===== src/design/ddarc_pkg.sv =====
// Shared types and constants for the DDA column raycaster.
`timescale 1ns / 1ps
package ddarc_pkg;

    localparam int DELTA_W = 24;
    localparam logic [DELTA_W-1:0] DELTA_MAX = 24'hFFFFFF;
    // side distances grow by up to 2*MAP_SIZE+2 steps of delta
    localparam int SIDE_W = 32;

    typedef enum logic [2:0] {
        REG_POS_X   = 3'd0,
        REG_POS_Y   = 3'd1,
        REG_DIR_X   = 3'd2,
        REG_DIR_Y   = 3'd3,
        REG_PLANE_X = 3'd4,
        REG_PLANE_Y = 3'd5,
        REG_SCR_W   = 3'd6,
        REG_SCR_H   = 3'd7
    } cfg_reg_t;

    typedef enum logic [3:0] {
        ST_CLEAR,
        ST_IDLE,
        ST_MULX,
        ST_MULY,
        ST_DIVX,
        ST_DIVY,
        ST_SIDE,
        ST_WALK,
        ST_PROBE,
        ST_DIVH,
        ST_FINISH,
        ST_OUT
    } state_t;

    typedef struct packed {
        logic       start;
        logic [63:0] num;
        logic [31:0] den;
    } div_req_t;

    typedef struct packed {
        logic        busy;
        logic        done;
        logic [63:0] quot;
    } div_rsp_t;

endpackage


===== src/design/ddarc_if.sv =====
// Valid/ready channel interfaces for the raycaster.
`timescale 1ns / 1ps
interface ddarc_in_if;
    logic        valid;
    logic        ready;
    logic        action;
    logic [10:0] column;
    logic [3:0]  cell_row;
    logic [3:0]  cell_col;
    logic        wall;
    modport source (output valid, action, column, cell_row, cell_col, wall, input ready);
    modport sink (input valid, action, column, cell_row, cell_col, wall, output ready);
endinterface

interface ddarc_out_if;
    logic        valid;
    logic        ready;
    logic [10:0] column_out;
    logic [10:0] draw_start;
    logic [10:0] draw_end;
    logic        side;
    logic [3:0]  hit_col;
    logic [3:0]  hit_row;
    logic        escaped;
    modport source (output valid, column_out, draw_start, draw_end, side, hit_col, hit_row,
                    escaped, input ready);
    modport sink (input valid, column_out, draw_start, draw_end, side, hit_col, hit_row,
                  escaped, output ready);
endinterface

interface ddarc_cfg_if;
    logic        valid;
    logic        ready;
    logic [2:0]  index;
    logic [15:0] data;
    modport source (output valid, index, data, input ready);
    modport sink (input valid, index, data, output ready);
endinterface


===== src/design/ddarc_div.sv =====
// Shared restoring divider, one quotient bit per cycle.
`timescale 1ns / 1ps
module ddarc_div
    import ddarc_pkg::*;
(
    input  logic     clk,
    input  logic     rst_n,
    input  div_req_t req,
    output div_rsp_t rsp
);

    logic [63:0] quot_reg, quot_next;
    logic [32:0] rem_reg, rem_next;
    logic [31:0] den_reg, den_next;
    logic [6:0]  cnt_reg, cnt_next;
    logic        busy_reg, busy_next;
    logic        done_reg, done_next;
    logic [32:0] trial;

    always_comb
    begin
        quot_next = quot_reg;
        rem_next  = rem_reg;
        den_next  = den_reg;
        cnt_next  = cnt_reg;
        busy_next = busy_reg;
        done_next = 1'b0;
        trial     = '0;
        if (req.start)
        begin
            quot_next = req.num;
            rem_next  = '0;
            den_next  = req.den;
            cnt_next  = 7'd64;
            busy_next = 1'b1;
        end
        else if (busy_reg)
        begin
            trial = {rem_reg[31:0], quot_reg[63]};
            quot_next = {quot_reg[62:0], 1'b0};
            if (trial >= {1'b0, den_reg})
            begin
                rem_next     = trial - {1'b0, den_reg};
                quot_next[0] = 1'b1;
            end
            else
                rem_next = trial;
            cnt_next = cnt_reg - 7'd1;
            if (cnt_reg == 7'd1)
            begin
                busy_next = 1'b0;
                done_next = 1'b1;
            end
        end
    end

    always_ff @(posedge clk or negedge rst_n)
    begin
        if (!rst_n)
        begin
            busy_reg <= 1'b0;
            done_reg <= 1'b0;
            cnt_reg  <= '0;
        end
        else
        begin
            busy_reg <= busy_next;
            done_reg <= done_next;
            cnt_reg  <= cnt_next;
        end
    end

    always_ff @(posedge clk)
    begin
        quot_reg <= quot_next;
        rem_reg  <= rem_next;
        den_reg  <= den_next;
    end

    assign rsp.busy = busy_reg;
    assign rsp.done = done_reg;
    assign rsp.quot = quot_reg;

    a_done_after_busy: assert property (@(posedge clk) disable iff (!rst_n)
        rsp.done |-> $past(busy_reg)) else $error("divider done without work");
    a_cnt_zero_idle: assert property (@(posedge clk) disable iff (!rst_n)
        !busy_reg && !req.start |=> !busy_reg) else $error("divider woke by itself");
    a_start_busy: assert property (@(posedge clk) disable iff (!rst_n)
        req.start |=> busy_reg) else $error("divider start lost");

endmodule


===== src/design/dda_column_raycaster_core.sv =====
// Top level of the DDA column raycaster: map store, sequencer, output register.
`timescale 1ns / 1ps
// Usage:
//   cfg  : write channel, index 0..7 = pos_x, pos_y, dir_x, dir_y, plane_x,
//          plane_y, view width, view height. Write only while idle.
//   in   : one transaction either writes a map cell (action 0, no result)
//          or casts the ray of one screen column (action 1, one result).
//   out  : one transaction per cast, held until the receiver takes it.
// Sequence: a cell write is taken in idle and leaves in.ready high. A cast
//   runs the two products, two runs of the shared divider for the ray
//   deltas, side setup, then per grid step a walk state and a registered
//   map read, a third divider run for the slice height on a hit with
//   nonzero distance, and the clamp. A ray that leaves the map, hits the
//   step limit or starts from a camera outside the map skips the height
//   division. One item at a time: in.ready is low from acceptance of a cast
//   until its result is taken.
// Reset: registers take their reset values, then a clearing pass over all
//   MAP_SIZE*MAP_SIZE cells loads border walls and an empty interior;
//   in.ready stays low during the pass.
// Stall: while out.valid waits on out.ready the block holds the result and
//   accepts nothing on the in channel.
module dda_column_raycaster_core
    import ddarc_pkg::*;
#(
    parameter int MAP_SIZE = 16
)
(
    input  logic clk,
    input  logic rst_n,
    ddarc_cfg_if.sink   cfg,
    ddarc_in_if.sink    in,
    ddarc_out_if.source out
);

    localparam int MW = $clog2(MAP_SIZE);
    localparam int MC = MW + 2; // signed cell coordinate with room to step off
    localparam int GUARD = 2 * MAP_SIZE + 2;
    localparam int GW = $clog2(GUARD + 1);
    localparam int CELLS = MAP_SIZE * MAP_SIZE;
    localparam int AW = $clog2(CELLS);

    function automatic logic [AW-1:0] cell_addr(input logic [MW-1:0] r,
                                                 input logic [MW-1:0] c);
        return AW'(r) * AW'(MAP_SIZE) + AW'(c);
    endfunction

    logic [15:0] pos_x_reg, pos_y_reg;
    logic signed [15:0] dir_x_reg, dir_y_reg, plane_x_reg, plane_y_reg;
    logic [10:0] scr_w_reg, scr_h_reg;

    logic map_mem [CELLS];
    logic map_rd_reg;
    logic [MW-1:0] clr_row_reg, clr_col_reg;
    logic clr_last, clr_border;

    state_t state_reg, state_next;
    logic [10:0] col_reg;
    logic signed [29:0] nx_reg, ny_reg;
    logic [DELTA_W-1:0] dx_reg, dy_reg;
    logic [SIDE_W-1:0] sdx_reg, sdy_reg;
    logic signed [MC-1:0] mx_reg, my_reg;
    logic side_reg, esc_reg;
    logic [GW-1:0] guard_reg;
    logic [10:0] ds_reg, de_reg;
    logic [15:0] height_reg;
    logic out_valid_reg;
    logic side_phase_reg;

    div_req_t dreq;
    div_rsp_t drsp;

    ddarc_div u_div (.clk(clk), .rst_n(rst_n), .req(dreq), .rsp(drsp));

    logic [10:0] w_eff;
    assign w_eff = (scr_w_reg == 11'd0) ? 11'd1 : scr_w_reg;

    logic signed [12:0] cam;
    assign cam = $signed({1'b0, col_reg, 1'b0}) - $signed({2'b00, w_eff});

    // single shared multiplier pair selected by phase
    logic signed [15:0] m_dir, m_plane;
    logic signed [29:0] n_sum;
    assign m_dir   = (state_reg == ST_MULX) ? dir_x_reg : dir_y_reg;
    assign m_plane = (state_reg == ST_MULX) ? plane_x_reg : plane_y_reg;
    assign n_sum = 30'(m_dir) * 30'($signed({1'b0, w_eff})) + 30'(m_plane) * 30'(cam);

    logic signed [29:0] n_sel;
    logic [29:0] nx_abs, ny_abs;
    assign n_sel  = (state_reg == ST_DIVX) ? nx_reg : ny_reg;
    assign nx_abs = nx_reg[29] ? 30'(-nx_reg) : 30'(nx_reg);
    assign ny_abs = ny_reg[29] ? 30'(-ny_reg) : 30'(ny_reg);

    logic [DELTA_W-1:0] delta_sat;
    assign delta_sat = (n_sel == '0 || drsp.quot[63:DELTA_W] != '0) ? DELTA_MAX
                       : drsp.quot[DELTA_W-1:0];

    // side distance init: one 13x24 product per side phase
    logic [11:0] f_sel;
    logic [12:0] fm;
    logic [DELTA_W-1:0] d_sel;
    logic [36:0] sprod;
    logic neg_sel;
    assign f_sel   = side_phase_reg ? pos_y_reg[11:0] : pos_x_reg[11:0];
    assign neg_sel = side_phase_reg ? ny_reg[29] : nx_reg[29];
    assign d_sel   = side_phase_reg ? dy_reg : dx_reg;
    assign fm      = neg_sel ? {1'b0, f_sel} : 13'd4096 - {1'b0, f_sel};
    assign sprod   = fm * d_sel;

    logic step_x;
    logic signed [MC-1:0] nmx, nmy;
    logic [SIDE_W-1:0] nsdx, nsdy;
    logic off_map, walk_go;
    logic [MW-1:0] rx, ry;
    assign step_x = sdx_reg < sdy_reg;
    assign nmx  = step_x ? (nx_reg[29] ? mx_reg - MC'(1) : mx_reg + MC'(1)) : mx_reg;
    assign nmy  = step_x ? my_reg : (ny_reg[29] ? my_reg - MC'(1) : my_reg + MC'(1));
    assign nsdx = step_x ? sdx_reg + SIDE_W'(dx_reg) : sdx_reg;
    assign nsdy = step_x ? sdy_reg : sdy_reg + SIDE_W'(dy_reg);
    assign off_map = nmx < 0 || nmy < 0 || nmx >= MC'(MAP_SIZE) || nmy >= MC'(MAP_SIZE);
    assign rx = nmx[MW-1:0];
    assign ry = nmy[MW-1:0];
    assign walk_go = (state_reg == ST_WALK) && !esc_reg && guard_reg != GW'(GUARD);

    logic [SIDE_W-1:0] perp;
    assign perp = side_reg ? sdy_reg - SIDE_W'(dy_reg) : sdx_reg - SIDE_W'(dx_reg);

    logic [15:0] height_sel;
    logic [10:0] half_h;
    logic [14:0] half_ht;
    logic signed [17:0] ds_s, de_s;
    assign height_sel = drsp.quot[63:16] != '0 ? 16'hFFFF : drsp.quot[15:0];
    assign half_h  = scr_h_reg >> 1;
    assign half_ht = height_reg[15:1];
    assign ds_s = $signed({7'd0, half_h}) - $signed({3'd0, half_ht});
    assign de_s = $signed({7'd0, half_h}) + $signed({3'd0, half_ht});

    assign clr_last = clr_row_reg == MW'(MAP_SIZE - 1) && clr_col_reg == MW'(MAP_SIZE - 1);
    assign clr_border = clr_row_reg == '0 || clr_col_reg == '0
                        || clr_row_reg == MW'(MAP_SIZE - 1) || clr_col_reg == MW'(MAP_SIZE - 1);

    logic in_acc, cfg_acc, map_we;
    assign in.ready  = (state_reg == ST_IDLE);
    assign cfg.ready = 1'b1;
    assign in_acc  = in.valid && in.ready;
    assign cfg_acc = cfg.valid && cfg.ready;
    assign map_we  = in_acc && !in.action && 32'(in.cell_row) < MAP_SIZE
                     && 32'(in.cell_col) < MAP_SIZE;

    always_comb
    begin
        state_next = state_reg;
        dreq = '0;
        case (state_reg)
            ST_CLEAR:
                if (clr_last)
                    state_next = ST_IDLE;
            ST_IDLE:
                if (in_acc && in.action)
                    state_next = ST_MULX;
            ST_MULX:
                state_next = ST_MULY;
            ST_MULY:
            begin
                dreq.start = 1'b1;
                dreq.num = 64'({w_eff, 30'd0});
                dreq.den = 32'(nx_abs == '0 ? 30'd1 : nx_abs);
                state_next = ST_DIVX;
            end
            ST_DIVX:
                if (drsp.done)
                begin
                    dreq.start = 1'b1;
                    dreq.num = 64'({w_eff, 30'd0});
                    dreq.den = 32'(ny_abs == '0 ? 30'd1 : ny_abs);
                    state_next = ST_DIVY;
                end
            ST_DIVY:
                if (drsp.done)
                    state_next = ST_SIDE;
            ST_SIDE:
                if (side_phase_reg)
                    state_next = ST_WALK;
            ST_WALK:
                if (!walk_go || off_map)
                    state_next = ST_FINISH;
                else
                    state_next = ST_PROBE;
            ST_PROBE:
                if (!map_rd_reg)
                    state_next = ST_WALK;
                else if (perp == '0)
                    state_next = ST_FINISH;
                else
                begin
                    dreq.start = 1'b1;
                    dreq.num = 64'({scr_h_reg, 16'd0});
                    dreq.den = perp;
                    state_next = ST_DIVH;
                end
            ST_DIVH:
                if (drsp.done)
                    state_next = ST_FINISH;
            ST_FINISH:
                state_next = ST_OUT;
            ST_OUT:
                if (out.ready)
                    state_next = ST_IDLE;
            default:
                state_next = ST_IDLE;
        endcase
    end

    always_ff @(posedge clk or negedge rst_n)
    begin
        if (!rst_n)
        begin
            state_reg <= ST_CLEAR;
            out_valid_reg <= 1'b0;
            pos_x_reg <= 16'd30720;
            pos_y_reg <= 16'd30720;
            dir_x_reg <= 16'sd16384;
            dir_y_reg <= 16'sd0;
            plane_x_reg <= 16'sd0;
            plane_y_reg <= 16'sd10813;
            scr_w_reg <= 11'd1200;
            scr_h_reg <= 11'd900;
            clr_row_reg <= '0;
            clr_col_reg <= '0;
            side_phase_reg <= 1'b0;
        end
        else
        begin
            state_reg <= state_next;
            out_valid_reg <= (state_next == ST_OUT);
            if (cfg_acc)
            begin
                case (cfg_reg_t'(cfg.index))
                    REG_POS_X:   pos_x_reg <= cfg.data;
                    REG_POS_Y:   pos_y_reg <= cfg.data;
                    REG_DIR_X:   dir_x_reg <= cfg.data;
                    REG_DIR_Y:   dir_y_reg <= cfg.data;
                    REG_PLANE_X: plane_x_reg <= cfg.data;
                    REG_PLANE_Y: plane_y_reg <= cfg.data;
                    REG_SCR_W:   scr_w_reg <= cfg.data[10:0];
                    REG_SCR_H:   scr_h_reg <= cfg.data[10:0];
                    default: ;
                endcase
            end
            if (state_reg == ST_CLEAR)
            begin
                if (clr_col_reg == MW'(MAP_SIZE - 1))
                begin
                    clr_col_reg <= '0;
                    clr_row_reg <= clr_row_reg + MW'(1);
                end
                else
                    clr_col_reg <= clr_col_reg + MW'(1);
            end
            if (state_reg == ST_SIDE)
                side_phase_reg <= !side_phase_reg;
        end
    end

    // wall map: one write port, one registered read port
    always_ff @(posedge clk)
    begin
        if (state_reg == ST_CLEAR)
            map_mem[cell_addr(clr_row_reg, clr_col_reg)] <= clr_border;
        else if (map_we)
            map_mem[cell_addr(MW'(in.cell_row), MW'(in.cell_col))] <= in.wall;
        if (walk_go && !off_map)
            map_rd_reg <= map_mem[cell_addr(ry, rx)];
    end

    always_ff @(posedge clk)
    begin
        case (state_reg)
            ST_IDLE:
            begin
                col_reg <= in.column;
                guard_reg <= '0;
                side_reg <= 1'b0;
            end
            ST_MULX: nx_reg <= n_sum;
            ST_MULY: ny_reg <= n_sum;
            ST_DIVX: if (drsp.done) dx_reg <= delta_sat;
            ST_DIVY: if (drsp.done) dy_reg <= delta_sat;
            ST_SIDE:
            begin
                if (side_phase_reg)
                    sdy_reg <= SIDE_W'(sprod >> 12);
                else
                    sdx_reg <= SIDE_W'(sprod >> 12);
                mx_reg <= MC'({2'b00, pos_x_reg[15:12]});
                my_reg <= MC'({2'b00, pos_y_reg[15:12]});
                esc_reg <= (32'(pos_x_reg[15:12]) >= MAP_SIZE)
                           || (32'(pos_y_reg[15:12]) >= MAP_SIZE);
            end
            ST_WALK:
                if (walk_go)
                begin
                    sdx_reg <= nsdx;
                    sdy_reg <= nsdy;
                    mx_reg <= nmx;
                    my_reg <= nmy;
                    side_reg <= !step_x;
                    guard_reg <= guard_reg + GW'(1);
                    if (off_map)
                        esc_reg <= 1'b1;
                end
                else
                    esc_reg <= 1'b1;
            ST_PROBE:
                if (map_rd_reg && perp == '0)
                    height_reg <= 16'(scr_h_reg);
            ST_DIVH:
                if (drsp.done)
                    height_reg <= height_sel;
            ST_FINISH:
            begin
                ds_reg <= ds_s < 0 ? 11'd0 : 11'(ds_s);
                if (scr_h_reg == 11'd0)
                    de_reg <= 11'd0;
                else if (de_s > $signed({7'd0, scr_h_reg}) - 18'sd1)
                    de_reg <= scr_h_reg - 11'd1;
                else
                    de_reg <= 11'(de_s);
            end
            default: ;
        endcase
    end

    assign out.valid      = out_valid_reg;
    assign out.column_out = col_reg;
    assign out.escaped    = esc_reg;
    assign out.draw_start = esc_reg ? 11'd0 : ds_reg;
    assign out.draw_end   = esc_reg ? 11'd0 : de_reg;
    assign out.side       = esc_reg ? 1'b0 : side_reg;
    assign out.hit_col    = esc_reg ? 4'd0 : 4'(mx_reg);
    assign out.hit_row    = esc_reg ? 4'd0 : 4'(my_reg);

    a_busy_not_ready: assert property (@(posedge clk) disable iff (!rst_n)
        out.valid |-> !in.ready) else $error("ready while result pending");
    a_out_hold: assert property (@(posedge clk) disable iff (!rst_n)
        out.valid && !out.ready |=> out.valid) else $error("result dropped");
    a_guard_bound: assert property (@(posedge clk) disable iff (!rst_n)
        state_reg == ST_WALK |-> guard_reg <= GW'(GUARD)) else $error("walk overran");

endmodule


===== src/flat_wrapper.sv =====
// flat-port wrapper written by rule: the top's interface ports become plain ports
module dda_column_raycaster_core_flat import ddarc_pkg::*;
#(
    parameter int MAP_SIZE = 16
)
  (clk, rst_n, cfg_valid, cfg_index, cfg_data, cfg_ready, in_valid, in_action, in_column, in_cell_row, in_cell_col, in_wall, in_ready, out_valid, out_column_out, out_draw_start, out_draw_end, out_side, out_hit_col, out_hit_row, out_escaped, out_ready);
  ddarc_cfg_if cfg_i ();
  ddarc_in_if in_i ();
  ddarc_out_if out_i ();
  input  logic clk;
  input  logic rst_n;
  input wire logic [$bits(cfg_i.valid)-1:0] cfg_valid;
  input wire logic [$bits(cfg_i.index)-1:0] cfg_index;
  input wire logic [$bits(cfg_i.data)-1:0] cfg_data;
  output wire logic [$bits(cfg_i.ready)-1:0] cfg_ready;
  input wire logic [$bits(in_i.valid)-1:0] in_valid;
  input wire logic [$bits(in_i.action)-1:0] in_action;
  input wire logic [$bits(in_i.column)-1:0] in_column;
  input wire logic [$bits(in_i.cell_row)-1:0] in_cell_row;
  input wire logic [$bits(in_i.cell_col)-1:0] in_cell_col;
  input wire logic [$bits(in_i.wall)-1:0] in_wall;
  output wire logic [$bits(in_i.ready)-1:0] in_ready;
  output wire logic [$bits(out_i.valid)-1:0] out_valid;
  output wire logic [$bits(out_i.column_out)-1:0] out_column_out;
  output wire logic [$bits(out_i.draw_start)-1:0] out_draw_start;
  output wire logic [$bits(out_i.draw_end)-1:0] out_draw_end;
  output wire logic [$bits(out_i.side)-1:0] out_side;
  output wire logic [$bits(out_i.hit_col)-1:0] out_hit_col;
  output wire logic [$bits(out_i.hit_row)-1:0] out_hit_row;
  output wire logic [$bits(out_i.escaped)-1:0] out_escaped;
  input wire logic [$bits(out_i.ready)-1:0] out_ready;
  assign cfg_i.valid = cfg_valid;
  assign cfg_i.index = cfg_index;
  assign cfg_i.data = cfg_data;
  assign cfg_ready = cfg_i.ready;
  assign in_i.valid = in_valid;
  assign in_i.action = in_action;
  assign in_i.column = in_column;
  assign in_i.cell_row = in_cell_row;
  assign in_i.cell_col = in_cell_col;
  assign in_i.wall = in_wall;
  assign in_ready = in_i.ready;
  assign out_valid = out_i.valid;
  assign out_column_out = out_i.column_out;
  assign out_draw_start = out_i.draw_start;
  assign out_draw_end = out_i.draw_end;
  assign out_side = out_i.side;
  assign out_hit_col = out_i.hit_col;
  assign out_hit_row = out_i.hit_row;
  assign out_escaped = out_i.escaped;
  assign out_i.ready = out_ready;
  dda_column_raycaster_core #(.MAP_SIZE(MAP_SIZE)) u_core (.clk(clk), .rst_n(rst_n), .cfg(cfg_i), .in(in_i), .out(out_i));
endmodule

===== config.mk =====
export PLATFORM = sky130hd
export DESIGN_NAME = dda_column_raycaster_core_flat
export DESIGN_NICKNAME = d
export VERILOG_FILES = /design/src/design/ddarc_pkg.sv /design/src/design/ddarc_if.sv /design/src/design/ddarc_div.sv /design/src/design/dda_column_raycaster_core.sv /design/src/flat_wrapper.sv
export SDC_FILE = /design/constraint.sdc
export NUM_CORES = 2
export LEC_CHECK = 0
export BUFFER_PORTS_ARGS = -buffer_cell sky130_fd_sc_hd__buf_2
export CAP_MARGIN = 25
export CORE_AREA = 4 4 396 359
export DETAILED_ROUTE_END_ITERATION = 10
export DIE_AREA = 0 0 400 363
export PLACE_DENSITY_LB_ADDON = 0.3
export SETUP_SLACK_MARGIN = 0.3
export SLEW_MARGIN = 15
export SYNTH_ARGS = -nofsm -noshare
export SYNTH_HDL_FRONTEND = slang
export SYNTH_SLANG_ARGS = --single-unit

===== constraint.sdc =====
create_clock -name clk -period 17.33 [get_ports clk]
set_input_delay 0.8665 -clock clk [delete_from_list [all_inputs] [get_ports clk]]
set_output_delay 0.8665 -clock clk [all_outputs]
set_load 0.05 [all_outputs]

* Yosys cells after proc, flatten, opt, wreduce, memory -nomap -nowiden
Memories as Yosys holds them, arrays and structs flattened. A register that Yosys moved wholly into a read port is not among the register bits. Cells that the tools add are included.
Word-level totals: bits in writable memories 256, output and inout bits 46, register bits after elaboration 510, input bits 45, memories kept 1, logic and storage cells 241
Memories:
- u_core.map_mem | depth 256, width 1, rd ports 1, clocked after memory_dff 1, wr ports 1, line dda_column_raycaster_core.sv:51 | logic map_mem [CELLS];
Cells by class: reduce and logical (&&, ||, !) cells 56, add/sub/neg operators 25, multipliers 3, equal/unequal tests 31, $lt $le $gt $ge 8, multiplexer cells 83
Operators with widths (count):
- 97-bit 2-to-1 mux | 3
- 97-bit case mux with 3 select lines | 1
- 32-bit 2-to-1 mux | 8
- 30-bit 2-to-1 mux | 5
- 64-bit 2-to-1 mux | 2
- 32-bit case mux with 2 select lines | 2
- 30-bit logical NOT | 3
- 16-bit 2-to-1 mux | 5
- 32-bit by 24-bit adder with 32-bit output | 2
- 32-bit by 24-bit subtractor with 32-bit output | 2
- 30-bit negator | 2
- 24-bit 2-to-1 mux | 2
- 4-bit case mux with 12 select lines | 1
- 48-bit nonzero test | 1
- 11-bit 2-to-1 mux | 4
- 4-bit 2-to-1 mux | 11
- 6-bit 2-to-1 mux | 7
- 40-bit nonzero test | 1
- 13-bit by 24-bit multiplier with 37-bit output | 1
- 6-bit case mux with 2 select lines | 3
- 33-bit by 32-bit greater-or-equal comparator with 1-bit output | 1
- 32-bit logical NOT | 1
- 32-bit less-than comparator | 1
- 16-bit case mux with 2 select lines | 1
- other kinds (50) | 136

* Longest topological paths before layout
depth in word-level cells 11, mapped depth 49, mapped depth without buffers 46

* Hierarchy
Synthesis repeated with hierarchy kept, for this count alone.
Unflattened totals: cell total of the unflattened synthesis 7198, area total of the unflattened synthesis 70759.1 µm²
Modules (own cells, without submodules):
- dda_column_raycaster_core | instances 1, cells an instance 6550, area an instance 63364.5 µm², seq. area each 18258.8 µm²
- ddarc_div | instances 1, cells an instance 648, area an instance 7394.6 µm², seq. area each 3748.6 µm²

* Least setup slack after synthesis
OpenSTA, ideal clock, no wires.
path kind register -> register, start point register u_core.state_reg[2], end point memory u_core.map_mem[0] (data pin), setup slack 6.204 ns, setup time 1.707 ns, path buffers 2, data arrival time 9.418 ns, required time 15.623 ns, cell stages (with the launch flop) 8, clock period less this slack 11.126 ns, cell sequence dfrtp_1 -> clkbuf_1 -> nor2_1 -> nand2_1 -> inv_1 -> nand3b_1 -> clkbuf_1 -> a41oi_1
On the way: cells in the longest elaborated chain, start to end 8, elaborated cells on any way between the ends 9, those cells by class 1 x eq/ne; 4 x mux; 4 x reduce/logical
Ends and longest elaborated chain:
- start, declared | line dda_column_raycaster_core.sv:56 | state_t state_reg, state_next;
- start signal, assigned | line dda_column_raycaster_core.sv:233 | state_reg <= state_next;
- 4-bit by 1-bit == test with 1-bit output | line dda_column_raycaster_core.sv:142 | assign in.ready = (state_reg == ST_IDLE);
- named net in_ready | line flat_wrapper.sv:22 | output wire logic [$bits(in_i.ready)-1:0] in_ready;
- 1-bit logical AND | line dda_column_raycaster_core.sv:144 | assign in_acc = in.valid && in.ready;
- 1-bit logical AND | line dda_column_raycaster_core.sv:146 | assign map_we = in_acc && !in.action && 32'(in.cell_row) < MAP_SIZE
- 1-bit 2-to-1 mux | line dda_column_raycaster_core.sv:269 | else if (map_we)
- 1-bit 2-to-1 mux | line dda_column_raycaster_core.sv:267 | if (state_reg == ST_CLEAR)
- 1-bit 2-to-1 mux (not written as such) | line dda_column_raycaster_core.sv:270 | map_mem[cell_addr(MW'(in.cell_row), MW'(in.cell_col))] <= in.wall;
- 1-bit OR reduction (no line)
- 1-bit 2-to-1 mux (no line)
- end, declared | line dda_column_raycaster_core.sv:51
The timed path passes the listed nets, and every way through them passes these cells.

* Worst setup path in the final report
start point register u_core.scr_w_reg[3], end point register u_core.nx_reg[27] (data pin)
On the way: cells in the longest elaborated chain, start to end 5, elaborated cells on any way between the ends 6, those cells by class 2 x add/sub; 2 x mul; 1 x mux; 1 x reduce/logical
Ends and longest elaborated chain:
- start, declared | line dda_column_raycaster_core.sv:49 | logic [10:0] scr_w_reg, scr_h_reg;
- start signal, assigned | line dda_column_raycaster_core.sv:244 | REG_SCR_W: scr_w_reg <= cfg.data[10:0];
- 11-bit logical NOT | line dda_column_raycaster_core.sv:75 | assign w_eff = (scr_w_reg == 11'd0) ? 11'd1 : scr_w_reg;
- 11-bit 2-to-1 mux * | line dda_column_raycaster_core.sv:75
- 12-bit by 11-bit subtractor with 13-bit output | line dda_column_raycaster_core.sv:78 | assign cam = $signed({1'b0, col_reg, 1'b0}) - $signed({2'b00, w_eff});
- 16-bit by 13-bit multiplier with 29-bit output | line dda_column_raycaster_core.sv:85 | assign n_sum = 30'(m_dir) * 30'($signed({1'b0, w_eff})) + 30'(m_plane) * 30'(cam);
- 30-bit adder * | line dda_column_raycaster_core.sv:85
- named net u_core.n_sum[27] | line dda_column_raycaster_core.sv:82 | logic signed [29:0] n_sum;
- end signal, assigned | line dda_column_raycaster_core.sv:284 | ST_MULX: nx_reg <= n_sum;
- end, declared | line dda_column_raycaster_core.sv:58 | logic signed [29:0] nx_reg, ny_reg;
Mark *: on every way through the listed nets, which the timed path passes. The rest lies on a longest branch. A chain may end at the register's enable or synchronous reset.

==> out/results.ini <==
[drt]
drt_iter0_markers=4930
wl_per_cell_um=20.9
vias_per_cell=5.80
wl_mm=189
antenna_left=0
drc=0
via_count=52300
drtPass1Iterations=6

[worst_setup_path]
crit_fanout=19
critPathMaxStageDelay_ns=0.78
crit_top_cell=fa_1
worst_ep_required_time_ns=17.76
ff2ff_path_depth=42
cpMaxStageDelayCell=clkinv_1
setup.worst_path.end_class=register
start_kind=register
crit_type=register to register
arrival_ns=12.35

[clocking]
clkTransAtPathRegs_ns=0.07
htreeDepth=3
clock_latency_ns=0.70
cts_resized=0
numCtsBuffers=87
post_cts_buffers=0
clockBufferDepth=3
cts_hold_repair.buffers=0
cts_root_buf=clkbuf_16
cts_sinks=766
cts_tree=built

[logic_synthesis]
async_flop_share_pct=18.4
avgSynthCellArea_sq_um=9.62
synth_area_sq_um=68700
yosysSeqAreaShare_pct=32.0
synth_seq_cells=766
synth-edff-count=593
synthCells=7144
ys.warnings.count=0
synthesis.nets=8264
synth-main-ff-cell=edfxtp_1
yosysUniqueCellTypes=88

[sta]
relSlewSlack_pct=28.6
fin_crit_sh_pct=68.7
timing.fmax_mhz=83.9
finalCriticalPeriod_ns=11.91
tightestPinTransition_ns=1.07
finClkSkew_ns=0.0549
slew_viol_final=0
holdWs_ns=0.243
hold_viol=0
setup_viol=0
final.setup.tns_ns=0
rsz0062_at_grt=no
finalWorstSetupSlack_ns=5.42

[finish]
largest_register_ffs=256
drive_gt1_share_pct=8.30
design_area_sq_um=74200
fin_nets=8227
area_growth_pct=8.07
fill_cells=12100

[placement]
place_area_sq_um=71200
portBuffers=89
dp_slack_ns=5.59
dp_hpwl_mm=142
place_congestion=0.921

[floorplanning]
core_sq_um=137000
dieWidth_um=400
initial_core_util_pct=50.0
chipHeight_um=363
fp-row-count=129
die-area_sq_um=145000
ios=91

[min_path]
hold_class=input port to async pin

[grt]
grt_pass1_wl_mm=297
antenna_found_initial=10
overflow=0
grt_max_degree=115
groute.usage.overall_pct=25.9
grt_pass1_vias=52300

[run]
maxCapViolations=0

[outcome]
status=completed

## cell families (layout without fill, tap and decap cells)
kind of cell    after synthesis  count (layout)  synth area share, %
compound gates             1107            1107                 10.4
xor+xnor                    334             334                 4.26
fa+ha+maj                  1075            1075                 26.2
buf+inv                    1131            1168                 6.21
flops                       766             766                 32.0
mux                         300             300                 4.89
other cells                   1               6              0.00546
simple gates               2430            2430                 15.9
## final cells by class
cell class              instances  area (sq um)  share of cell area [%]
flip-flops and latches        766         22000                    29.6
multi-input cells            5247         42700                    57.5
repair buffers                173          1140                    1.53
clock buffers                 115          2330                    3.14
diodes                          5          12.5                  0.0169
inverters                     832          3120                    4.21
clock inverters                48           638                   0.859
well taps                    1834          2290                    3.09
## stage by stage
stage | util, % | instances
final | 54.1 | 9020
after global placement | 51.8 | 8842
after global routing | 54.0 | 9015
after detailed placement | 51.8 | 8845
after CTS | 54.0 | 9008
after floorplan | - | 7144
## Yosys cell counts, drive strengths merged (10+ instances only)
master	instances	area, sq um
or2	43	269
a21o	83	623
or3	51	329
o41ai	11	104
nand2b	84	526
nor3	101	505
o21a	70	526
a21oi	268	1340
a32oi	11	96.3
clkbuf	274	1030
inv	830	3120
o211ai	39	293
o22ai	40	250
o21ai	252	1260
nor2	771	2890
o31ai	43	323
dfxtp	32	641
ha	466	5830
dfstp	25	657
nand3	120	601
o221ai	25	219
xnor2	217	1900
and3	71	444
buf	25	115
mux2i	131	1310
nand4	48	300
mux4	13	293
and2	93	582
nor2b	84	526
nor4	30	194
nand2	875	3280
o31a	10	87.6
mux2	156	1760
o21bai	36	270
xor2	117	1020
fa	609	12200
dfrtp	116	2900
a211oi	54	405
edfxtp	593	17800
a31oi	41	257
or4	19	150
nand3b	11	82.6
## final timing paths
check,slack (ns),start,endpoint
setup / recovery,5.42,u_core.scr_w_reg[3]$_DFFE_PN0P_,u_core.nx_reg[27]$_DFFE_PP_
hold / removal,0.24,rst_n,u_core.dir_x_reg[10]$_DFFE_PN0P_
setup reg to reg,5.42,u_core.scr_w_reg[3]$_DFFE_PN0P_,u_core.nx_reg[27]$_DFFE_PP_
hold reg to reg,0.46,u_core.u_div.rem_reg[31]$_SDFFE_PP0P_,u_core.u_div.rem_reg[31]$_SDFFE_PP0P_
max in group asynchronous,15.54,rst_n,u_core.side_phase_reg$_DFFE_PN0P_
min in group clk,0.34,in_column[2],u_core.out.column_out[2]$_DFFE_PP_
## routing by layer
metal,track usage [%],wire [um],up-vias
met4,7.09,5390,2
met5,0,16,-
met1,36.2,80800,25900
met3,4.27,14700,339
met2,42.0,87700,1959
li1,-,-,24000
## worst max-delay path: cells and delay by family, from the launching register on
kind | cells | cell delay, ns
AO/OA/AOI/OAI | 19 | 4.41
adder cells (fa/ha/maj) | 9 | 4.23
buffers and inverters | 5 | 1.12
AND/OR/NAND/NOR | 7 | 1.05
flip-flops | 1 | 0.59
XOR/XNOR | 2 | 0.23
## placed cells by master (no fill, tap or decap), types with 52 or more instances in the layout
cell type / Yosys / layout
buf_2: 5 / 88
mux2i_1: 131 / 128
buf_4: 2 / 77
a21o_1: 83 / 82
o21ai_0: 229 / 228
nand3_1: 120 / 118
o21a_1: 70 / 69
and3_1: 71 / 71
fa_1: 609 / 609
nand2b_1: 84 / 83
edfxtp_1: 593 / 593
xor2_1: 117 / 113
inv_1: 830 / 828
ha_1: 466 / 466
nor2b_1: 84 / 84
mux2_2: 156 / 156
dfrtp_1: 116 / 114
nor3_1: 101 / 98
and2_1: 93 / 93
nand2_1: 875 / 875
xnor2_1: 217 / 209
clkbuf_16: 0 / 88
a211oi_1: 54 / 52
a21oi_1: 268 / 268
nor2_1: 771 / 767
Power is not shown: default switching activity piles up to over one toggle a cycle in this logic, so the estimate is an artifact.
